<file path="config.mk">
export PLATFORM = sky130hd
export DESIGN_NAME = gse_ctrl
export DESIGN_NICKNAME = d
export VERILOG_FILES = /design/src/hdl/gse_pkg.sv /design/src/hdl/gse_ctrl.sv
export SDC_FILE = /design/constraint.sdc
export NUM_CORES = 1
export LEC_CHECK = 0
export BUFFER_PORTS_ARGS = -buffer_cell sky130_fd_sc_hd__buf_2
export CAP_MARGIN = 20
export CORE_AREA = 2 2 39 41
export DETAILED_ROUTE_END_ITERATION = 8
export DIE_AREA = 0 0 41 43
export PLACE_DENSITY = 0.75
export REMOVE_ABC_BUFFERS = 1
export SLEW_MARGIN = 30
export SYNTH_ARGS = -nofsm -noshare
export SYNTH_HDL_FRONTEND = slang
export SYNTH_SLANG_ARGS = --single-unit
export TNS_END_PERCENT = 1
</file>
<file path="constraint.sdc">
create_clock -name clock -period 3.8 [get_ports clock]
set_input_delay 0.76 -clock clock [delete_from_list [all_inputs] [get_ports clock]]
set_output_delay 0.76 -clock clock [all_outputs]
set_load 0.02 [all_outputs]
</file>
<file path="src/hdl/gse_pkg.sv">
// Shared types, constants and helpers for the grey Sobel edge pipeline.
// No dependencies; every other file imports this package.
package gse_pkg;

   localparam int MAX_WIDTH    = 1024;
   localparam int WINDOW       = 3;
   localparam int TAP_COUNT    = WINDOW * WINDOW;
   localparam int COL_BITS     = $clog2(MAX_WIDTH);
   localparam int WIDTH_BITS   = 11;
   localparam int HEIGHT_BITS  = 13;
   // the input row runs up to height + 1 while draining
   localparam int ROW_BITS     = HEIGHT_BITS + 1;
   localparam int TAP_IDX_BITS = $clog2(TAP_COUNT);
   localparam int ACC_BITS     = 21;
   localparam int SUMSQ_BITS   = 17;
   localparam int ROOT_BITS    = 9;
   localparam int ROOT_IDX_BITS = 4;
   localparam int CSR_DATA_BITS = 40;
   localparam int CSR_IDX_BITS  = 3;
   localparam int DIV3_MUL      = 683;   // floor(x/3) == (x*683)>>11 for x < 2045
   localparam int DIV3_SHIFT    = 11;

   localparam logic [CSR_IDX_BITS-1:0] CSR_IMAGE_WIDTH  = 3'd0;
   localparam logic [CSR_IDX_BITS-1:0] CSR_IMAGE_HEIGHT = 3'd1;
   localparam logic [CSR_IDX_BITS-1:0] CSR_GX_LOW       = 3'd2;
   localparam logic [CSR_IDX_BITS-1:0] CSR_GX_HIGH      = 3'd3;
   localparam logic [CSR_IDX_BITS-1:0] CSR_GY_LOW       = 3'd4;
   localparam logic [CSR_IDX_BITS-1:0] CSR_GY_HIGH      = 3'd5;

   localparam logic OP_PIXEL = 1'b0;
   localparam logic OP_DRAIN = 1'b1;

   typedef struct packed {
      logic       op;
      logic [7:0] red;
      logic [7:0] green;
      logic [7:0] blue;
   } req_type;

   typedef struct packed {
      logic [7:0] edge_value;
      logic       frame_end;
   } rsp_type;

   typedef struct packed {
      logic                    accept;
      logic                    step;
      logic                    tap;
      logic [TAP_IDX_BITS-1:0] tap_index;
      logic                    square;
      logic                    root;
      logic [ROOT_IDX_BITS-1:0] root_bit;
      logic                    load_out;
   } cmd_type;

   typedef struct packed {
      logic ignore_item;
      logic has_out;
      logic out_free;
   } status_type;

   function automatic logic [1:0] tap_row(input logic [TAP_IDX_BITS-1:0] k);
      if (k < TAP_IDX_BITS'(WINDOW)) return 2'd0;
      if (k < TAP_IDX_BITS'(2 * WINDOW)) return 2'd1;
      return 2'd2;
   endfunction

   function automatic logic [1:0] tap_col(input logic [TAP_IDX_BITS-1:0] k);
      logic [TAP_IDX_BITS-1:0] c;
      c = k;
      if (k >= TAP_IDX_BITS'(2 * WINDOW)) c = k - TAP_IDX_BITS'(2 * WINDOW);
      else if (k >= TAP_IDX_BITS'(WINDOW)) c = k - TAP_IDX_BITS'(WINDOW);
      return c[1:0];
   endfunction

endpackage

</file>
<file path="src/hdl/gse_ctrl.sv">
// Sequencer for the edge pipeline: walks one transaction through
// step, tap accumulation, squaring, root and output. Uses gse_pkg.
module gse_ctrl (
   input  logic                clock,
   input  logic                reset,
   input  logic                req_valid,
   output logic                req_stall,
   input  gse_pkg::status_type status,
   output gse_pkg::cmd_type    cmd
);
   import gse_pkg::*;

   typedef enum logic [2:0] {
      ST_IDLE, ST_STEP, ST_TAP, ST_SQUARE, ST_ROOT, ST_OUT
   } state_type;

   state_type                state_ff;
   logic [TAP_IDX_BITS-1:0]  tap_ff;
   logic [ROOT_IDX_BITS-1:0] bit_ff;

   always_ff @(posedge clock) begin
      if (reset) begin
         state_ff <= ST_IDLE;
         tap_ff   <= '0;
         bit_ff   <= '0;
      end else begin
         unique case (state_ff)
            ST_IDLE: begin
               if (req_valid && !status.ignore_item) state_ff <= ST_STEP;
            end
            ST_STEP: begin
               tap_ff   <= '0;
               state_ff <= status.has_out ? ST_TAP : ST_IDLE;
            end
            ST_TAP: begin
               tap_ff <= tap_ff + 1'b1;
               if (tap_ff == TAP_IDX_BITS'(TAP_COUNT - 1)) state_ff <= ST_SQUARE;
            end
            ST_SQUARE: begin
               bit_ff   <= ROOT_IDX_BITS'(ROOT_BITS - 1);
               state_ff <= ST_ROOT;
            end
            ST_ROOT: begin
               bit_ff <= bit_ff - 1'b1;
               if (bit_ff == '0) state_ff <= ST_OUT;
            end
            ST_OUT: begin
               if (status.out_free) state_ff <= ST_IDLE;
            end
            default: state_ff <= ST_IDLE;
         endcase
      end
   end

   assign req_stall = (state_ff != ST_IDLE);

   always_comb begin
      cmd           = '0;
      cmd.accept    = (state_ff == ST_IDLE) && req_valid && !status.ignore_item;
      cmd.step      = (state_ff == ST_STEP);
      cmd.tap       = (state_ff == ST_TAP);
      cmd.tap_index = tap_ff;
      cmd.square    = (state_ff == ST_SQUARE);
      cmd.root      = (state_ff == ST_ROOT);
      cmd.root_bit  = bit_ff;
      cmd.load_out  = (state_ff == ST_OUT) && status.out_free;
   end

endmodule

</file>
* Word level (Yosys, flattened, before mapping)
Cells that the tools add are included.
** Word-level totals
- Register bits :: 11
- Input port bits :: 6
- Output and inout port bits :: 15
- Logic and storage cells :: 34
** Operators by class
- Mux-type cells :: 8
- $add $sub $neg :: 2
- Eq/ne operators :: 10
- Reduce and logical (&&, ||, !) cells :: 11
** Operators by type and width (count)
- $pmux W3 S6 :: 1
- $pmux W4 S2 :: 2
- $mux W3 :: 4
- $eq A3 B2 Y1 const B :: 2
- $eq A3 B3 Y1 const B :: 2
- $add A4 B1 Y4 const B :: 1
- $eq A4 B4 Y1 const B :: 1
- $logic_and A1 B1 Y1 :: 4
- $logic_not A4 Y1 :: 1
- $ne A2 B1 Y1 const B :: 2
- $ne A2 B2 Y1 const B :: 2
- $reduce_and A4 Y1 :: 1
- $reduce_bool A2 Y1 :: 2
- $sub A4 B1 Y4 const B :: 1
- $eq A3 B1 Y1 const B :: 1
- $logic_not A3 Y1 :: 1
- $reduce_bool A3 Y1 :: 1
- $mux W2 :: 1
- $logic_not A1 Y1 :: 1

* Depth between registers and ports, before layout
Gate-level depths: netlist (run 1).
- Word-level depth :: 4
- Mapped depth :: 6
- Mapped depth without buffers :: 6

* Least setup slack after synthesis (run 1)
OpenSTA, ideal clock, no wires.
- Path kind :: register -> output
- Start :: register state_ff[2]
- End :: output cmd[13] (netlist name)
- Path buffers :: 1
- Path slack :: 1796 ps
- Data required time :: 3040 ps
- Arrival :: 1244 ps
- Stages on the path, launching flop included :: 4
- Path through :: dfxtp_1 -> buf_6 -> or3_1 -> nor2_1
** RTL lines
- start: declaration :: line gse_ctrl.sv:17 : state_type state_ff;
- start signal: assignment :: line gse_ctrl.sv:33 : state_ff <= status.has_out ? ST_TAP : ST_IDLE;
- end: declaration :: line gse_ctrl.sv:9 : output gse_pkg::cmd_type cmd

==> flow_summary.yaml, run 1 <==
worst_setup_path:
  worst-path-buf-inv: 2
  worstSetupStartpoint: "state_ff[2]"
  arrival_ps: 1500
  required_ps: 3040
  cp_max_fo: 9
  worstSetupEndpointType: "primary output"
  critical-path-top-delay-family: "flip-flops"
  crit_end: "cmd[5]"
  reg2regPathDepth: 4
  crit_cells: 3
  cp_cell_sequence: "or3b_4 -> clkinv_4 -> buf_2"
  reg2reg_from: "state_ff[2]"
  path_class: "flop to primary output"
  cp-start-kind: "flop"
  regToRegSetupSlack_ps: 2300
  r2r_end: "state_ff[0]"
  cp_slowest_stage_delay_ps: 520
  cp_slowest_cell: "dfxtp_1"
power:
  clkPwrFrac_pct: 20.8
  power.internal_w: 0.0002316
  power_w: 0.0003845
  combPwrFrac_pct: 38.5
  power_density_nw_per_um2: 506.3
  p_leak_nw: 0.3466
  swShare_pct: 39.77
  sequentialPowerShare_pct: 40.7
  ir_drop_mv: 0.2341
  switchingPower_w: 0.0001529
clock_tree:
  clock_sinks: 11
  clockBufferDepth: 2
  cts_max_level: 1
  cts_resized: 0
  hold_buffers: 0
  cts_root_buffer: "clkbuf_4"
  clk_latency_ps: 270
  postCtsSetupBuffers: 0
  cts.clk_slew.worst_paths_ps: 70
  cts_tree: "built"
  cts_made_buffers: 3
die:
  rows: 14
  die_area_um2: 1763
  die_w_um: 41
  initial_utilization_pct: 45.39
  fp.dieH_um: 43
  core_area_um2: 1384
  ios: 21
detailed_routing:
  wirelength_um: 1256
  ant_nets: 0
  dr.pass1.iters: 3
  wl_per_cell_um: 11.42
  drtIter0Drc: 4
  vias: 582
  vias_per_cell: 5.291
  drcViolationCount: 0
synthesis:
  synth_ff_type: "dfxtp_1"
  yosys_warnings: 0
  synth-seq-area-share_pct: 35.06
  synth_edf_count: 0
  ys_ff_latch: 11
  synthCells: 72
  synth_area_um2: 628.1
  avgSynthCellArea_um2: 8.724
  synthArstFlopShare_pct: 0
  synth_cell_types: 31
sta:
  relSlewSlack_pct: 74.16
  setup_tns_ps: 0
  finalWorstSetupSlack_ps: 1538
  hold_violations: 0
  max_freq_mhz: 442.1
  rsz0062_at_grt: "false"
  holdWs_ps: 527.9
  clock_skew_ps: 7.750
  setup_viol: 0
  tightest_slew_ps: 384.7
  fin_crit_ps: 2262
  slew_viol_final: 0
  fin_crit_sh_pct: 59.53
layout:
  n_fill_cell: 150
  fin_util_pct: 54.88
  final_nets: 105
  final_cell_mix: "buf_2, dfxtp_1, nor2_1"
  layout_commonest_cell: "buf_2"
  synthToLayoutAreaGrowth_pct: 20.92
  num_antenna_cells: 0
  drive_above_1_share_pct: 32.98
global_routing:
  grt_pass1_vias: 463
  globalRouteMet3Util_pct: 3.141
  antenna_found_initial: 0
  grt.total_usage_pct: 17.14
  grt_max_degree: 13
  grt_pass1_wl_um: 1994
  use_met2_pct: 24.69
  use_met1_pct: 21.82
  grt_overflow: 0
  busiest_layer: "met2"
run:
  cap_violations: 0
place:
  dpl.hpwl_um: 946.5
  io_buffers: 20
  place_congestion: 0.6930
  post-place-ws_ps: 1800
worst_hold_path:
  min_path_type: "flop to flop"
outcome:
  status: "finished clean"
==> how the worst min path moves through the flow <==
stage / from / to / depth (start not counted)
2_1_floorplan: state_ff[0] / state_ff[0] / 2
3_3_place_gp: tap_ff[3] / tap_ff[3] / 1
3_5_place_dp: tap_ff[3] / tap_ff[3] / 1
4_1_cts: tap_ff[3] / tap_ff[3] / 1
5_1_grt: tap_ff[0] / tap_ff[0] / 2
6_report: tap_ff[3] / tap_ff[3] / 1
==> metal layers <==
layer  vias up  part of all wire [%]
met4         0                   2.8
met5         -                     0
met2        15                    48
met3         4                   5.3
met1       267                    44
li1        296                     -
==> state kept, by name, indices dropped and copies added, names as in the netlist <==
| register | cells |
|---|---|
| bit_ff | 4 |
| tap_ff | 4 |
| state_ff | 3 |
==> cells by family after synthesis <==
kind of cell / share of synthesized area (%)
compound gates: 18.13
buf+inv: 6.174
flops: 35.06
simple gates: 29.68
fa+ha+maj: 7.968
xor+xnor: 1.395
mux: 1.594
==> synth_stat cells (2+ instances only) <==
| library cell | number | share of area, % |
|---|---|---|
| a21oi_1 | 8 | 6.4 |
| inv_1 | 4 | 2.4 |
| nand2b_1 | 3 | 3.0 |
| nor2_1 | 10 | 6.0 |
| dfxtp_1 | 11 | 35 |
| nor3b_1 | 2 | 2.4 |
| ha_1 | 4 | 8.0 |
| nor2b_1 | 2 | 2.0 |
| nand2_1 | 4 | 2.4 |
| nor3_1 | 3 | 2.4 |
==> power by group through the flow <==
stage | combinational, W | sequential (W) | clock [W]
2_1_floorplan | 0.000105 | 0.000160 | 0
4_1_cts | 0.000151 | 0.000156 | 0.0000832
3_3_place_gp | 0.000147 | 0.000157 | 0
5_1_grt | 0.000165 | 0.000161 | 0.0000904
6_report | 0.000148 | 0.000156 | 0.0000798
3_5_place_dp | 0.000150 | 0.000159 | 0
==> per-stage QoR <==
step                instances  cell area, um^2
floorplan                  70            613.1
global placement          106            733.2
detailed placement        106            733.2
CTS                       110            759.5
global route              110            759.5
finish                    110            759.5
==> area by class of cell <==
| type | count | area (um^2) | area share, % |
|---|---|---|---|
| tap | 16 | 20.02 | 2.636 |
| timing repair buffer | 20 | 100.1 | 13.18 |
| multi-input combinational | 54 | 369.1 | 48.60 |
| sequential | 11 | 220.2 | 29.00 |
| clock buffer | 4 | 26.28 | 3.460 |
| inverter | 5 | 23.77 | 3.130 |
==> worst reg2reg max path, stage by stage (launching register included) <==
cell     delay, ps
dfxtp_1        520
or3b_4         470
a21o_1         170
nand4_1        100
mux2i_1        170
No activity file was read; power rests on OpenSTA's default activity.
==> run 2, diff against run 1 <==
CORE_AREA = unset   (was 2 2 39 41)
CORE_UTILIZATION = 47   (was unset)
DIE_AREA = unset   (was 0 0 41 43)
clock period = 2.3 ns   (was 3.8 ns; I/O delays follow)
==> run 2 against run 1 <==
Effect of this change:
- wire length down 4.1%
- first-iteration DRC count rose by 25%
- worst setup slack worse by 1200 ps
- clock skew grew 4.0 ps
- clock power increased by 67%
- combinational power increased by 66%
- critical path type unchanged
- critical endpoint unchanged
==> flow_summary.yaml, run 2 (synthesis gave the netlist of run 1 again) <==
layout:
  fin_util_pct: 64.64
  top_regs: "bit_ff: 4 flops, tap_ff: 4 flops, state_ff: 3 flops"
  final_nets: 105
  drive_above_1_share_pct: 32.98
  synthToLayoutAreaGrowth_pct: 20.52
  final_cell_mix: "buf_2, dfxtp_1, nor2_1"
  n_fill_cell: 111
  num_antenna_cells: 0
  layout_commonest_cell: "buf_2"
clock_tree:
  clk_latency_ps: 270
  hold_buffers: 0
  cts_max_level: 1
  clock_sinks: 11
  cts_made_buffers: 3
  cts_resized: 0
  cts_tree: "built"
  clockBufferDepth: 2
  cts_root_buffer: "clkbuf_4"
  cts.clk_slew.worst_paths_ps: 80
  postCtsSetupBuffers: 0
power:
  power_density_nw_per_um2: 840.7
  p_leak_nw: 0.3466
  ir_drop_mv: 0.6067
global_routing:
  grt_pass1_vias: 497
  antenna_found_initial: 0
  grt_pass1_wl_um: 2090
  grt_max_degree: 13
  grt.total_usage_pct: 20.61
  grt_overflow: 0
die:
  fp.dieH_um: 38.56
  die_area_um2: 1486
  rows: 12
  core_area_um2: 1171
  ios: 21
  initial_utilization_pct: 53.63
  die_w_um: 38.56
worst_setup_path:
  required_ps: 1840
  cp-start-kind: "flop"
  worstSetupEndpointType: "primary output"
  cp_max_fo: 9
  path_class: "flop to primary output"
  arrival_ps: 1490
sta:
  tightest_slew_ps: 380.1
  setup_viol: 0
  rsz0062_at_grt: "false"
  hold_violations: 0
  relSlewSlack_pct: 74.47
  clock_skew_ps: 11.75
  setup_tns_ps: 0
  fin_crit_sh_pct: 84.68
  max_freq_mhz: 513.4
  fin_crit_ps: 1948
  slew_viol_final: 0
detailed_routing:
  drtIter0Drc: 5
  ant_nets: 0
  wirelength_um: 1205
  wl_per_cell_um: 11.16
  dr.pass1.iters: 4
  vias: 573
  vias_per_cell: 5.306
  drcViolationCount: 0
place:
  dpl.hpwl_um: 884.3
  place_congestion: 0.8358
  io_buffers: 20
run:
  cap_violations: 0
outcome:
  status: "finished clean"
worst_hold_path:
  min_path_type: "input port to flop"
[run 2: cell counts in the layout (fill, tap and decap cells not counted)]
No cell type changed its count.
[run 2: cell type report]
cell class              count  area, um^2  area share (%)
well taps                  14       17.52           2.314
flip-flops and latches     11       220.2           29.09
inverters                   5       23.77           3.140
clock buffers               4       26.28           3.471
repair buffers             20       100.1           13.22
multi-input cells          54       369.1           48.76
[run 2: path summary, 6_finish.rpt]
kind | depth (start not counted) | from | slack, ps | to
max reg2reg | 4 | state_ff[2] | 790 | state_ff[0]
max | 3 | state_ff[2] | 350 | cmd[5]
min | 3 | status[1] | 480 | state_ff[1]
min reg2reg | 1 | tap_ff[3] | 490 | tap_ff[3]
[run 2: power by group]
group | total [W] | switching (W) | internal [W]
Sequential | 0.000259 | 0.0000448 | 0.000214
Combinational | 0.000245 | 0.000143 | 0.000101
Clock | 0.000133 | 0.0000655 | 0.0000671
[run 2: through the flow]
stage	instances	cell area, um^2	worst slack, ps	hold WS [ps]	power [W]
finish	108	757.0	352.3	475.9	0.0006364
global route	108	757.0	275.2	528.6	0.0006862
CTS	108	757.0	354.1	478.7	0.0006421
detailed placement	104	730.7	658.9	487.5	0.0005096
global placement	104	730.7	683.9	482.9	0.0005040
floorplan	70	613.1	628.7	527.9	0.0004380
[run 2: critical path, stage by stage (launching register included)]
cell	delay, ps
dfxtp_1	510
or3b_4	470
clkinv_4	80
buf_2	160
[run 2: routing by layer]
| layer | global-route usage, % | vias up | share of wire, % |
|---|---|---|---|
| met2 | 31.67 | 13 | 47 |
| met4 | 5.172 | 0 | 0 |
| met5 | 0 | - | 0 |
| met3 | 8.721 | 0 | 5.6 |
| li1 | - | 297 | - |
| met1 | 26.35 | 263 | 47 |
